`src/rtl/core/rrrt_pkg.sv`:
```
// rrrt_pkg: shared types and codes for the response routing request table.
// Holds the event kinds, result actions, the table entry layout and the cell control struct.
// No dependencies.
`timescale 1ns / 1ps

package rrrt_pkg;

  localparam int KIND_W   = 2;
  localparam int ID_W     = 32;
  localparam int UID_W    = 32;
  localparam int FID_W    = 8;
  localparam int SEQ_W    = 4;
  localparam int ACTION_W = 3;
  localparam int SLOT_W   = 3;
  localparam int PURGE_W  = 5;

  // event kinds
  localparam logic [KIND_W-1:0] KIND_REQ  = 2'd0;
  localparam logic [KIND_W-1:0] KIND_RSP  = 2'd1;
  localparam logic [KIND_W-1:0] KIND_CONN = 2'd2;
  localparam logic [KIND_W-1:0] KIND_DISC = 2'd3;

  // result actions
  localparam logic [ACTION_W-1:0] ACT_NONE    = 3'd0;
  localparam logic [ACTION_W-1:0] ACT_BCAST   = 3'd1;
  localparam logic [ACTION_W-1:0] ACT_UNICAST = 3'd2;
  localparam logic [ACTION_W-1:0] ACT_GONE    = 3'd3;
  localparam logic [ACTION_W-1:0] ACT_REFUSED = 3'd4;

  localparam logic [PURGE_W-1:0] PURGE_MAX = 5'd31;

  typedef struct packed {
    logic [ID_W-1:0]  client;
    logic [UID_W-1:0] uid;
    logic [FID_W-1:0] fid;
    logic [SEQ_W-1:0] seq;
  } req_entry_t;

  // per-cell control: load takes the new value, shift takes the right-hand neighbor
  typedef struct packed {
    logic shift;
    logic load;
  } cell_ctl_t;

endpackage

```
`src/rtl/core/rrrt_req_cell.sv`:
```
// rrrt_req_cell: one slot of the open request table.
// Holds an entry, shifts from its neighbor or loads a new entry, and compares it.
// Depends on rrrt_pkg.
`timescale 1ns / 1ps

module rrrt_req_cell import rrrt_pkg::*; (
  input  logic       clk,
  input  cell_ctl_t  ctl,
  input  logic       valid,
  input  req_entry_t nbr,
  input  req_entry_t new_ent,
  input  req_entry_t key,
  output req_entry_t ent,
  output logic       key_hit,
  output logic       cli_hit
);

  req_entry_t ent_r;

  always_ff @(posedge clk) begin
    if (ctl.load) begin
      ent_r <= new_ent;
    end else if (ctl.shift) begin
      ent_r <= nbr;
    end
  end

  assign ent     = ent_r;
  assign key_hit = valid && (ent_r.uid == key.uid) && (ent_r.fid == key.fid) &&
                   (ent_r.seq == key.seq);
  assign cli_hit = valid && (ent_r.client == key.client);

endmodule

```
`src/rtl/core/rrrt_cli_cell.sv`:
```
// rrrt_cli_cell: one slot of the connected client list.
// Holds a client id, shifts from its neighbor or loads a new id, and compares it.
// Depends on rrrt_pkg.
`timescale 1ns / 1ps

module rrrt_cli_cell import rrrt_pkg::*; (
  input  logic            clk,
  input  cell_ctl_t       ctl,
  input  logic            valid,
  input  logic [ID_W-1:0] nbr,
  input  logic [ID_W-1:0] new_id,
  input  logic [ID_W-1:0] key,
  output logic [ID_W-1:0] id,
  output logic            hit
);

  logic [ID_W-1:0] id_r;

  always_ff @(posedge clk) begin
    if (ctl.load) begin
      id_r <= new_id;
    end else if (ctl.shift) begin
      id_r <= nbr;
    end
  end

  assign id  = id_r;
  assign hit = valid && (id_r == key);

endmodule

```
`src/rtl/core/response_routing_request_table.sv`:
```
// Response routing request table: tracks open requests and connected clients and
// decides where each response goes. Both tables are rows of cells that compare
// in parallel and compact by shifting one place toward slot 0. Sequencer steps per
// transaction, from accept to result: a request, a connect, a response without a
// match and a disconnect of an unknown id go EXEC then EMIT; a matched response goes
// EXEC, LOOKUP (remove, then client lookup), EMIT; a disconnect of a connected client
// goes EXEC, then PURGE, which removes the first matching entry each cycle until none
// is left, then EMIT. EMIT loads the result into the output register and holds while
// the previous result is stalled and not taken; the next transaction is accepted
// after that, back in IDLE.
// Depends on rrrt_pkg, rrrt_req_cell and rrrt_cli_cell.
`timescale 1ns / 1ps

module response_routing_request_table import rrrt_pkg::*; #(
  parameter int REQUEST_SLOTS = 16,
  parameter int CLIENT_SLOTS  = 8
) (
  input  logic                clk,
  input  logic                rst_n,
  // request / event channel
  input  logic                in_valid,
  output logic                in_ready,
  input  logic [KIND_W-1:0]   in_kind,
  input  logic [ID_W-1:0]     in_peer_id,
  input  logic [UID_W-1:0]    in_device_uid,
  input  logic [FID_W-1:0]    in_function_id,
  input  logic [SEQ_W-1:0]    in_sequence_number,
  input  logic                in_wants_response,
  // routing decision channel
  output logic                out_valid,
  input  logic                out_ready,
  output logic [ACTION_W-1:0] out_action,
  output logic [SLOT_W-1:0]   out_client_slot,
  output logic                out_evicted_oldest,
  output logic [PURGE_W-1:0]  out_purged_count
);

  localparam int RCW = $clog2(REQUEST_SLOTS + 1);
  localparam int CIW = (CLIENT_SLOTS > 1) ? $clog2(CLIENT_SLOTS) : 1;
  localparam int CCW = $clog2(CLIENT_SLOTS + 1);

  // sequencer states
  localparam logic [2:0] S_IDLE   = 3'd0;
  localparam logic [2:0] S_EXEC   = 3'd1;
  localparam logic [2:0] S_LOOKUP = 3'd2;
  localparam logic [2:0] S_PURGE  = 3'd3;
  localparam logic [2:0] S_EMIT   = 3'd4;

  logic [2:0] state_r, state_nxt;

  // captured transaction
  logic [KIND_W-1:0] kind_r;
  logic [ID_W-1:0]   cid_r;
  logic [UID_W-1:0]  uid_r;
  logic [FID_W-1:0]  fid_r;
  logic [SEQ_W-1:0]  seq_r;
  logic              wants_r;

  // result being built
  logic [ACTION_W-1:0] act_r, act_nxt;
  logic [SLOT_W-1:0]   slot_r, slot_nxt;
  logic                evict_r, evict_nxt;
  logic [PURGE_W-1:0]  purged_r, purged_nxt;
  logic [ID_W-1:0]     owner_r, owner_nxt;

  // output register
  logic                out_valid_r;
  logic [ACTION_W-1:0] out_action_r;
  logic [SLOT_W-1:0]   out_slot_r;
  logic                out_evict_r;
  logic [PURGE_W-1:0]  out_purged_r;

  logic [RCW-1:0] ent_cnt_r, ent_cnt_nxt;
  logic [CCW-1:0] cli_cnt_r, cli_cnt_nxt;

  // request table row
  req_entry_t              ent     [REQUEST_SLOTS];
  cell_ctl_t               req_ctl [REQUEST_SLOTS];
  logic [REQUEST_SLOTS-1:0] req_valid, key_hit, rcli_hit, req_sel;
  logic [REQUEST_SLOTS-1:0] req_first, req_after;
  logic                     req_any;
  logic [ID_W-1:0]          owner;
  req_entry_t               new_ent, key;

  // client list row
  logic [ID_W-1:0]         cid     [CLIENT_SLOTS];
  cell_ctl_t               cli_ctl [CLIENT_SLOTS];
  logic [CLIENT_SLOTS-1:0] cli_valid, cli_hit, cli_first, cli_after;
  logic                    cli_any;
  logic [CIW-1:0]          cli_idx;
  logic [ID_W-1:0]         cli_key;

  logic in_acc;
  logic ent_full, cli_full;

  assign in_ready = (state_r == S_IDLE);
  assign in_acc   = in_valid && in_ready;
  assign ent_full = (ent_cnt_r == RCW'(REQUEST_SLOTS));
  assign cli_full = (cli_cnt_r == CCW'(CLIENT_SLOTS));

  assign new_ent = '{client: cid_r, uid: uid_r, fid: fid_r, seq: seq_r};
  assign key     = new_ent;
  // lookup phase searches for the removed entry's owner, otherwise the event's client
  assign cli_key = (state_r == S_LOOKUP) ? owner_r : cid_r;

  genvar g;
  generate
    for (g = 0; g < REQUEST_SLOTS; g++) begin : g_req
      req_entry_t nbr;
      if (g == REQUEST_SLOTS - 1) begin : g_last
        assign nbr = new_ent;
      end else begin : g_mid
        assign nbr = ent[g+1];
      end
      assign req_valid[g] = (RCW'(g) < ent_cnt_r);
      rrrt_req_cell u_cell (
        .clk     (clk),
        .ctl     (req_ctl[g]),
        .valid   (req_valid[g]),
        .nbr     (nbr),
        .new_ent (new_ent),
        .key     (key),
        .ent     (ent[g]),
        .key_hit (key_hit[g]),
        .cli_hit (rcli_hit[g])
      );
    end

    for (g = 0; g < CLIENT_SLOTS; g++) begin : g_cli
      logic [ID_W-1:0] nbr;
      if (g == CLIENT_SLOTS - 1) begin : g_last
        assign nbr = cid_r;
      end else begin : g_mid
        assign nbr = cid[g+1];
      end
      assign cli_valid[g] = (CCW'(g) < cli_cnt_r);
      rrrt_cli_cell u_cell (
        .clk    (clk),
        .ctl    (cli_ctl[g]),
        .valid  (cli_valid[g]),
        .nbr    (nbr),
        .new_id (cid_r),
        .key    (cli_key),
        .id     (cid[g]),
        .hit    (cli_hit[g])
      );
    end
  endgenerate

  // purge removes by client, a response removes by uid/function/sequence
  assign req_sel = (state_r == S_PURGE) ? rcli_hit : key_hit;

  // first hit and everything from it on (those cells shift down)
  always_comb begin
    logic seen;
    seen  = 1'b0;
    owner = '0;
    for (int k = 0; k < REQUEST_SLOTS; k++) begin
      req_first[k] = req_sel[k] && !seen;
      seen         = seen || req_sel[k];
      req_after[k] = seen;
      if (req_first[k]) begin
        owner = owner | ent[k].client;
      end
    end
    req_any = seen;
  end

  always_comb begin
    logic seen;
    seen    = 1'b0;
    cli_idx = '0;
    for (int k = 0; k < CLIENT_SLOTS; k++) begin
      cli_first[k] = cli_hit[k] && !seen;
      seen         = seen || cli_hit[k];
      cli_after[k] = seen;
      if (cli_first[k]) begin
        cli_idx = cli_idx | CIW'(k);
      end
    end
    cli_any = seen;
  end

  // sequencer
  always_comb begin
    state_nxt   = state_r;
    act_nxt     = act_r;
    slot_nxt    = slot_r;
    evict_nxt   = evict_r;
    purged_nxt  = purged_r;
    owner_nxt   = owner_r;
    ent_cnt_nxt = ent_cnt_r;
    cli_cnt_nxt = cli_cnt_r;
    for (int k = 0; k < REQUEST_SLOTS; k++) begin
      req_ctl[k] = '0;
    end
    for (int k = 0; k < CLIENT_SLOTS; k++) begin
      cli_ctl[k] = '0;
    end

    unique case (state_r)
      S_IDLE: begin
        if (in_valid) begin
          state_nxt  = S_EXEC;
          act_nxt    = ACT_NONE;
          slot_nxt   = '0;
          evict_nxt  = 1'b0;
          purged_nxt = '0;
        end
      end

      S_EXEC: begin
        state_nxt = S_EMIT;
        unique case (kind_r)
          KIND_REQ: begin
            if ((uid_r != '0) && wants_r) begin
              if (ent_full) begin
                // drop the oldest: whole row shifts, new entry lands at the tail
                evict_nxt = 1'b1;
                for (int k = 0; k < REQUEST_SLOTS; k++) begin
                  req_ctl[k].shift = 1'b1;
                end
                req_ctl[REQUEST_SLOTS-1].load = 1'b1;
              end else begin
                for (int k = 0; k < REQUEST_SLOTS; k++) begin
                  req_ctl[k].load = (RCW'(k) == ent_cnt_r);
                end
                ent_cnt_nxt = ent_cnt_r + 1'b1;
              end
            end
          end

          KIND_RSP: begin
            act_nxt = ACT_BCAST;
            if ((seq_r != '0) && req_any) begin
              for (int k = 0; k < REQUEST_SLOTS; k++) begin
                req_ctl[k].shift = req_after[k];
              end
              ent_cnt_nxt = ent_cnt_r - 1'b1;
              owner_nxt   = owner;
              state_nxt   = S_LOOKUP;
            end
          end

          KIND_CONN: begin
            if (cli_full) begin
              act_nxt = ACT_REFUSED;
            end else begin
              for (int k = 0; k < CLIENT_SLOTS; k++) begin
                cli_ctl[k].load = (CCW'(k) == cli_cnt_r);
              end
              slot_nxt    = SLOT_W'(cli_cnt_r);
              cli_cnt_nxt = cli_cnt_r + 1'b1;
            end
          end

          KIND_DISC: begin
            if (cli_any) begin
              for (int k = 0; k < CLIENT_SLOTS; k++) begin
                cli_ctl[k].shift = cli_after[k];
              end
              slot_nxt    = SLOT_W'(cli_idx);
              cli_cnt_nxt = cli_cnt_r - 1'b1;
              state_nxt   = S_PURGE;
            end
          end
        endcase
      end

      S_LOOKUP: begin
        if (cli_any) begin
          act_nxt  = ACT_UNICAST;
          slot_nxt = SLOT_W'(cli_idx);
        end else begin
          act_nxt  = ACT_GONE;
          slot_nxt = '0;
        end
        state_nxt = S_EMIT;
      end

      S_PURGE: begin
        // one open request of the departed client per cycle
        if (req_any) begin
          for (int k = 0; k < REQUEST_SLOTS; k++) begin
            req_ctl[k].shift = req_after[k];
          end
          ent_cnt_nxt = ent_cnt_r - 1'b1;
          if (purged_r != PURGE_MAX) begin
            purged_nxt = purged_r + 1'b1;
          end
        end else begin
          state_nxt = S_EMIT;
        end
      end

      S_EMIT: begin
        if (!out_valid_r || out_ready) begin
          state_nxt = S_IDLE;
        end
      end

      default: begin
        state_nxt = S_IDLE;
      end
    endcase
  end

  always_ff @(posedge clk) begin
    if (!rst_n) begin
      state_r     <= S_IDLE;
      ent_cnt_r   <= '0;
      cli_cnt_r   <= '0;
      out_valid_r <= 1'b0;
    end else begin
      state_r   <= state_nxt;
      ent_cnt_r <= ent_cnt_nxt;
      cli_cnt_r <= cli_cnt_nxt;
      if ((state_r == S_EMIT) && (!out_valid_r || out_ready)) begin
        out_valid_r <= 1'b1;
      end else if (out_ready) begin
        out_valid_r <= 1'b0;
      end
    end
  end

  // payload registers
  always_ff @(posedge clk) begin
    act_r    <= act_nxt;
    slot_r   <= slot_nxt;
    evict_r  <= evict_nxt;
    purged_r <= purged_nxt;
    owner_r  <= owner_nxt;
    if (in_acc) begin
      kind_r  <= in_kind;
      cid_r   <= in_peer_id;
      uid_r   <= in_device_uid;
      fid_r   <= in_function_id;
      seq_r   <= in_sequence_number;
      wants_r <= in_wants_response;
    end
    if ((state_r == S_EMIT) && (!out_valid_r || out_ready)) begin
      out_action_r <= act_r;
      out_slot_r   <= slot_r;
      out_evict_r  <= evict_r;
      out_purged_r <= purged_r;
    end
  end

  assign out_valid          = out_valid_r;
  assign out_action         = out_action_r;
  assign out_client_slot    = out_slot_r;
  assign out_evicted_oldest = out_evict_r;
  assign out_purged_count   = out_purged_r;

`ifndef SYNTHESIS
  a_ent_cnt_bound: assert property (@(posedge clk) disable iff (!rst_n)
    ent_cnt_r <= RCW'(REQUEST_SLOTS))
    else $error("request table count above capacity");

  a_cli_cnt_bound: assert property (@(posedge clk) disable iff (!rst_n)
    cli_cnt_r <= CCW'(CLIENT_SLOTS))
    else $error("client list count above capacity");

  a_accept_exec: assert property (@(posedge clk) disable iff (!rst_n)
    in_acc |=> (state_r == S_EXEC))
    else $error("accepted transaction not executed next cycle");

  a_purge_shrinks: assert property (@(posedge clk) disable iff (!rst_n)
    (state_r == S_PURGE) && req_any |=> ent_cnt_r == RCW'($past(ent_cnt_r) - 1'b1))
    else $error("purge hit did not remove an entry");

  a_refuse_keeps: assert property (@(posedge clk) disable iff (!rst_n)
    (state_r == S_EXEC) && (kind_r == KIND_CONN) && cli_full |=> cli_cnt_r == $past(cli_cnt_r))
    else $error("refused connect changed the client list");
`endif

endmodule

```
`config.mk`:
```
export PLATFORM = sky130hd
export DESIGN_NAME = response_routing_request_table
export DESIGN_NICKNAME = d
export VERILOG_FILES = /design/src/rtl/core/rrrt_pkg.sv /design/src/rtl/core/rrrt_req_cell.sv /design/src/rtl/core/rrrt_cli_cell.sv /design/src/rtl/core/response_routing_request_table.sv
export SDC_FILE = /design/constraint.sdc
export NUM_CORES = 2
export LEC_CHECK = 0
export BUFFER_PORTS_ARGS = -buffer_cell sky130_fd_sc_hd__buf_2
export CAP_MARGIN = 25
export CORE_ASPECT_RATIO = 1.4
export CORE_MARGIN = 3
export CORE_UTILIZATION = 45
export DETAILED_ROUTE_END_ITERATION = 6
export MAX_ROUTING_LAYER = met4
export PLACE_DENSITY = 0.68
export SLEW_MARGIN = 20
export SYNTH_ARGS = -nofsm -noshare
export SYNTH_HDL_FRONTEND = slang
export SYNTH_HIERARCHICAL = 1
export SYNTH_SLANG_ARGS = --single-unit
```
`constraint.sdc`:
```
create_clock -name clk -period 5.9 [get_ports clk]
set_clock_uncertainty 0.15 [all_clocks]
set_input_delay 0.885 -clock clk [delete_from_list [all_inputs] [get_ports clk]]
set_output_delay 0.885 -clock clk [all_outputs]
set_load 0.005 [all_outputs]
```
After elaboration in Yosys (flattened, before gate mapping)
Cells that the tools add are included.

$add $sub $neg: 5. Magnitude comparators: 24. Eq/ne operators: 123. Multiplexer cells: 257. Bitwise operators: 15. Reduce and logical (&&, ||, !) cells: 188.

Operator list (count): $mux 76 (32); $eq 32x32->1 (40); $mux 32 (34); $or 32x32->32 (15); $eq 8x8->1 (16); $mux 1 (121); $logic_and 1x1->1 (98); $pmux 1 s2 (33); $eq 4x4->1 (16); $reduce_bool 2->1 (29); $mux 3 (14); $eq 4x5->1 const A (8); $lt 4x5->1 const A (8); $mux 5 (7); $mux 16 (2); $reduce_bool 32->1 (1); $pmux 5 s2 (3); $logic_not 1->1 (23); $logic_or 1x1->1 (23); $eq 3x5->1 const A (4); $lt 3x5->1 const A (4); $ne 3x3->1 const B (6); $pmux 3 s2 (3); $pmux 3 s3 (2); 39 further kinds (70).

Bits in registers: 1620. Output and inout port bits: 14. Word-level logic and storage cells: 703.

Longest topological paths before layout
Depth in word-level cells: 36. Gate-level depth with buffers: 18.

Hierarchy
Netlist, hierarchy kept.

Modules (own cells, without submodules): rrrt_req_cell (instances 16, cells each 268, area an instance 4058.9 µm², sequential area each 2282.2 µm²); rrrt_cli_cell (instances 8, cells each 113, area an instance 1702.9 µm², sequential area each 960.9 µm²); response_routing_request_table (instances 1, cells each 1088, area an instance 10203.5 µm², sequential area each 4314.1 µm²).

Least setup slack after synthesis
OpenSTA, ideal clock, no wires.

Kind: register to register. From: register cid_r[23]. To: register g_req[8].u_cell.ent_r, in the netlist g_req[8].u_cell/ent[0], enable pin. Arrival: 5.826 ns. Slack: -0.477 ns. Cell stages (with the launch flop): 12. Cell sequence: edfxtp_1 > xor2_1 > nor4_1 > nand4_1 > nor3_2 > nor4_1 > mux2_2 > a31oi_1 > nor3_1 > buf_2 > a21oi_1 > or2_2.

RTL lines: start, declared (RTL line response_routing_request_table.sv:53) `logic [ID_W-1:0] cid_r;`; start signal, assigned (RTL line response_routing_request_table.sv:335) `cid_r <= in_peer_id;`; end signal, assigned (RTL line rrrt_req_cell.sv:22) `ent_r <= new_ent;`; end signal, assigned (RTL line rrrt_req_cell.sv:24) `ent_r <= nbr;`; end, declared (RTL line rrrt_req_cell.sv:18) `req_entry_t ent_r;`.

Worst setup path after layout
From: register cid_r[8]. To: register owner_r[19], data pin.

Elaborated cells between the ends (all ways): 108. Those cells by class: eq/ne: 16; mux: 17; bitwise: 15; reduce/logical: 60.

RTL lines: $eq 32x32->1 * (RTL line rrrt_req_cell.sv:31) `assign cli_hit = valid && (ent_r.client == key.client);`; $logic_and 1x1->1 * (RTL line rrrt_req_cell.sv:31); via rcli_hit[7] (RTL line response_routing_request_table.sv:79) `logic [REQUEST_SLOTS-1:0] req_valid, key_hit, rcli_hit, req_sel;`; $mux 16 * (RTL line response_routing_request_table.sv:151) `assign req_sel = (state_r == S_PURGE) ? rcli_hit : key_hit;`; $logic_and 1x1->1 or $logic_or 1x1->1 (tied branches) (RTL line response_routing_request_table.sv:159, response_routing_request_table.sv:160); $mux 32 or $logic_not 1->1 (tied branches) (RTL line response_routing_request_table.sv:162, response_routing_request_table.sv:159); $or 32x32->32 or $logic_and 1x1->1 (tied branches) (RTL line response_routing_request_table.sv:163, response_routing_request_table.sv:159); $mux 32 (RTL line response_routing_request_table.sv:162) `if (req_first[k]) begin`; [... 7 more ...]; $mux 32 (RTL line response_routing_request_table.sv:162); $or 32x32->32 (RTL line response_routing_request_table.sv:163) `owner = owner | ent[k].client;`; $mux 32 (RTL line response_routing_request_table.sv:162); $or 32x32->32 (RTL line response_routing_request_table.sv:163); $mux 32 (RTL line response_routing_request_table.sv:162); $or 32x32->32 (RTL line response_routing_request_table.sv:163); $mux 32 * (RTL line response_routing_request_table.sv:162); via owner[19] (RTL line response_routing_request_table.sv:82) `logic [ID_W-1:0] owner;`; end signal, assigned (RTL line response_routing_request_table.sv:332) `owner_r <= owner_nxt;`; end, declared (RTL line response_routing_request_table.sv:64) `logic [ID_W-1:0] owner_r, owner_nxt;`.

Mark *: on every way through the listed nets, which the timed path passes. The rest lies on a longest branch. A chain may end at the register's enable or synchronous reset.

==> flow_summary.json <==
{
  "hp-start": "in_device_uid[18]",
  "layout_commonest_cell": "edfxtp_1",
  "wl_met1_microns": 94600,
  "power_leakage_nw": 32.4,
  "syn_to_final_growth_pct": 13.6,
  "drc": 0,
  "placed_cell_area_sq_um": 95200,
  "p_per_area_nw_per_um2": 251,
  "relSlewSlack_pct": 26.0,
  "cts_buffer_depth": 3,
  "seq_area_frac_synth_pct": 54.7,
  "endpoint_kind": "register",
  "routed-via-count": 55946,
  "gr-total-overflow": 0,
  "critPathBufInv": 4,
  "worstReg2RegEnd": "owner_r[19]$_DFFE_PP_",
  "cts-buffers-inserted": 167,
  "path_cells": "buf_4, buf_4, xor2_1, nor4_1, nand4_1, buf_4, nor3_2, nor3b_1, nand4_1, o21ai_2, buf_4, o2bb2ai_1, a2111oi_0, nand3_1",
  "ff2ff_path_depth": 14,
  "grt_pass1_wl_microns": 390000,
  "route.met2.wl_microns": 141000,
  "dp_hpwl_microns": 194000,
  "cap_violations": 0,
  "regArea_sq_um": 48500,
  "cts.sinks": 1620,
  "floorplan.rows": 192,
  "clockPowerShare_pct": 42.3,
  "cp_slowest_cell": "edfxtp_1",
  "gp_congestion": 0.955,
  "grt_max_degree": 78,
  "path_delay_family": "simple AND/OR/NAND/NOR gates",
  "switchingPower_mw": 6.01,
  "cp_common_cell": "buf_4",
  "fin_area_sq_um": 101000,
  "arrival_ns": 5.95,
  "hold_viol": 0,
  "synth_edf_count": 1607,
  "period_needed_ns": 5.57,
  "pin_count": 97,
  "p_int_mw": 19.3,
  "drt-total-wl_microns": 267000,
  "pwr-share-seq_pct": 50.7,
  "cts_hold_buf": 0,
  "port_buffers": 96,
  "hold_path_end": "uid_r[18]$_DFFE_PP_",
  "die_area_sq_um": 203000,
  "yosysWarningCount": 6,
  "rsz0062_at_grt": "false",
  "cts_resized": 0,
  "fp.dieH_microns": 532,
  "path_class": "register to register",
  "worstReg2RegStart": "cid_r[8]$_DFFE_PP_",
  "ys_seq_elements": 1620,
  "yosys_most_used_dff": "edfxtp_1",
  "postCtsSetupBuffers": 0,
  "combPwrFrac_pct": 7.0,
  "synthesis.instances": 6280,
  "wire_per_inst_microns": 28.2,
  "tightest_slew_ns": 1.11,
  "antenna_found_initial": 18,
  "swShare_pct": 23.8,
  "final_nets": 6765,
  "hold_depth": 1,
  "status": "finished clean",
  "setup_violations": 0,
  "synth-async-reset-ratio_pct": 0,
  "fmax_mhz": 180,
  "grtUsageTotal_pct": 26.6,
  "postRouteAntennaNets": 0,
  "drtIter0Drc": 4278,
  "cts.htree.levels": 4,
  "drive_gt1_share_pct": 33.7,
  "ys_types": 77,
  "fillers": 16544,
  "vdd_drop_max_mv": 0.239,
  "timing.final.crit_share_pct": 94.4,
  "wl_met3_microns": 14600,
  "dr.max_layer_used": "met4",
  "syn_area_sq_um": 88800,
  "post-place-cells": 9119,
  "die_x_microns": 381,
  "drv_slew": 0,
  "final_cell_count_no_fill": 9469,
  "grt_pass1_vias": 58364,
  "multiInputGateArea_sq_um": 38600,
  "mostFrequentLayoutCells": "edfxtp_1 (1607), mux2_2 (1478), xor2_1 (762)",
  "hold_class": "input pin to register",
  "worst-path-max-fanout": 21,
  "core_area_sq_um": 196000,
  "viasPerCell": 5.91,
  "syn_area_per_cell_sq_um": 14.1,
  "fin_tns_setup_ns": 0,
  "root_buffer": "clkbuf_16",
  "syn_nets": 6374,
  "cts.clk_slew.worst_paths_ns": 0.06,
  "start_util_pct": 45.3,
  "cp_slowest_stage_delay_ns": 0.98,
  "first_pass_iters": 6,
  "clk_latency_ns": 0.85,
  "cp_data_required_time_ns": 6.28,
  "crit_path_start_kind": "register",
  "reg2reg_slack_ns": 0.33,
  "cts_tree": "yes"
}
-- per-stage QoR --
step	util [%]	hold WS (ns)	setup slack, ns	total power, mW
finish	51.5	0.0645	0.333	25.3
global placement	48.6	0.253	0.445	14.8
floorplan	-	0.250	0.372	14.1
global route	51.5	0.0291	0.214	26.0
CTS	51.4	0.00785	0.412	25.5
detailed placement	48.6	0.261	0.482	14.8
-- synthesized netlist by cell type (all sizes together) (30+ instances only) --
cell type  count  area [sq um]
clkbuf        58           218
nand3        100           500
nor3          67           483
a22oi        125           938
nor2          43           164
a211oi        37           278
xnor2        685          6000
nor4         237          1510
o2bb2ai       32           280
a21oi         42           210
xor2         762          6670
o21ai         50           250
nand4        201          1260
mux2        1478         16600
nand2        165           619
o211ai        34           255
edfxtp      1607         48300
inv           56           210
a22o          31           272
nand2b        30           195
buf          208          1490
-- power groups by stage --
stage	clock network [mW]	registers, mW	logic [mW]
floorplan	0	13.2	0.846
detailed placement	0	13.1	1.74
global route	11.3	12.8	1.89
CTS	10.9	12.8	1.75
finish	10.7	12.8	1.76
global placement	0	13.1	1.71
-- logic make-up after synthesis --
| kind of cell | after synthesis | synth area share, % |
|---|---|---|
| muxes | 1488 | 18.9 |
| buffers and inverters | 324 | 2.17 |
| adders and majority gates | 11 | 0.155 |
| AOI/OAI and AO/OA | 445 | 3.70 |
| DFF | 1620 | 54.7 |
| and+or+nand+nor | 945 | 6.18 |
| xor gates and xnor gates | 1447 | 14.3 |
-- flip-flops by register name, summed over array words and instances, names as in the netlist --
name	count
out_client_slot	3
kind_r	2
ent_cnt_r	5
wants_r	1
evict_r	1
owner_r	32
state_r	3
out_evicted_oldest	1
out_action	3
seq_r	4
g_cli.u_cell/id	256
g_req.u_cell/ent	1216
cli_cnt_r	4
cid_r	32
purged_r	5
out_purged_count	5
fid_r	8
out_valid	1
act_r	3
uid_r	32
slot_r	3
-- metal layers --
| layer | track usage [%] | vias up |
|---|---|---|
| li1 | - | 24789 |
| met1 | 28.3 | 28669 |
| met2 | 47.2 | 1857 |
| met3 | 4.00 | 631 |
| met4 | 14.7 | 0 |
| met5 | - | - |
-- cell type report --
cell class / instances / area share (%)
inverter: 58 / 0.218
tap: 2619 / 3.25
timing repair buffer: 488 / 4.63
antenna: 34 / 0.0844
sequential: 1620 / 48.1
clock buffer: 206 / 4.31
multi-input combinational: 4336 / 38.3
clock inverter: 108 / 1.10
-- how the worst max path moves through the flow --
stage	from	end	slack, ns	depth (start not counted)
2_1_floorplan	cid_r[23]$_DFFE_PP_	g_req[8].u_cell/ent[0]$_DFFE_PP_	0.37	11
3_3_place_gp	cid_r[21]$_DFFE_PP_	owner_r[19]$_DFFE_PP_	0.45	10
3_5_place_dp	cid_r[21]$_DFFE_PP_	g_req[12].u_cell/ent[25]$_DFFE_PP_	0.48	14
4_1_cts	cid_r[21]$_DFFE_PP_	g_req[12].u_cell/ent[25]$_DFFE_PP_	0.41	14
5_1_grt	cid_r[21]$_DFFE_PP_	g_req[12].u_cell/ent[31]$_DFFE_PP_	0.21	14
6_report	cid_r[8]$_DFFE_PP_	owner_r[19]$_DFFE_PP_	0.33	14
Power figures use the tool's default switching activity.
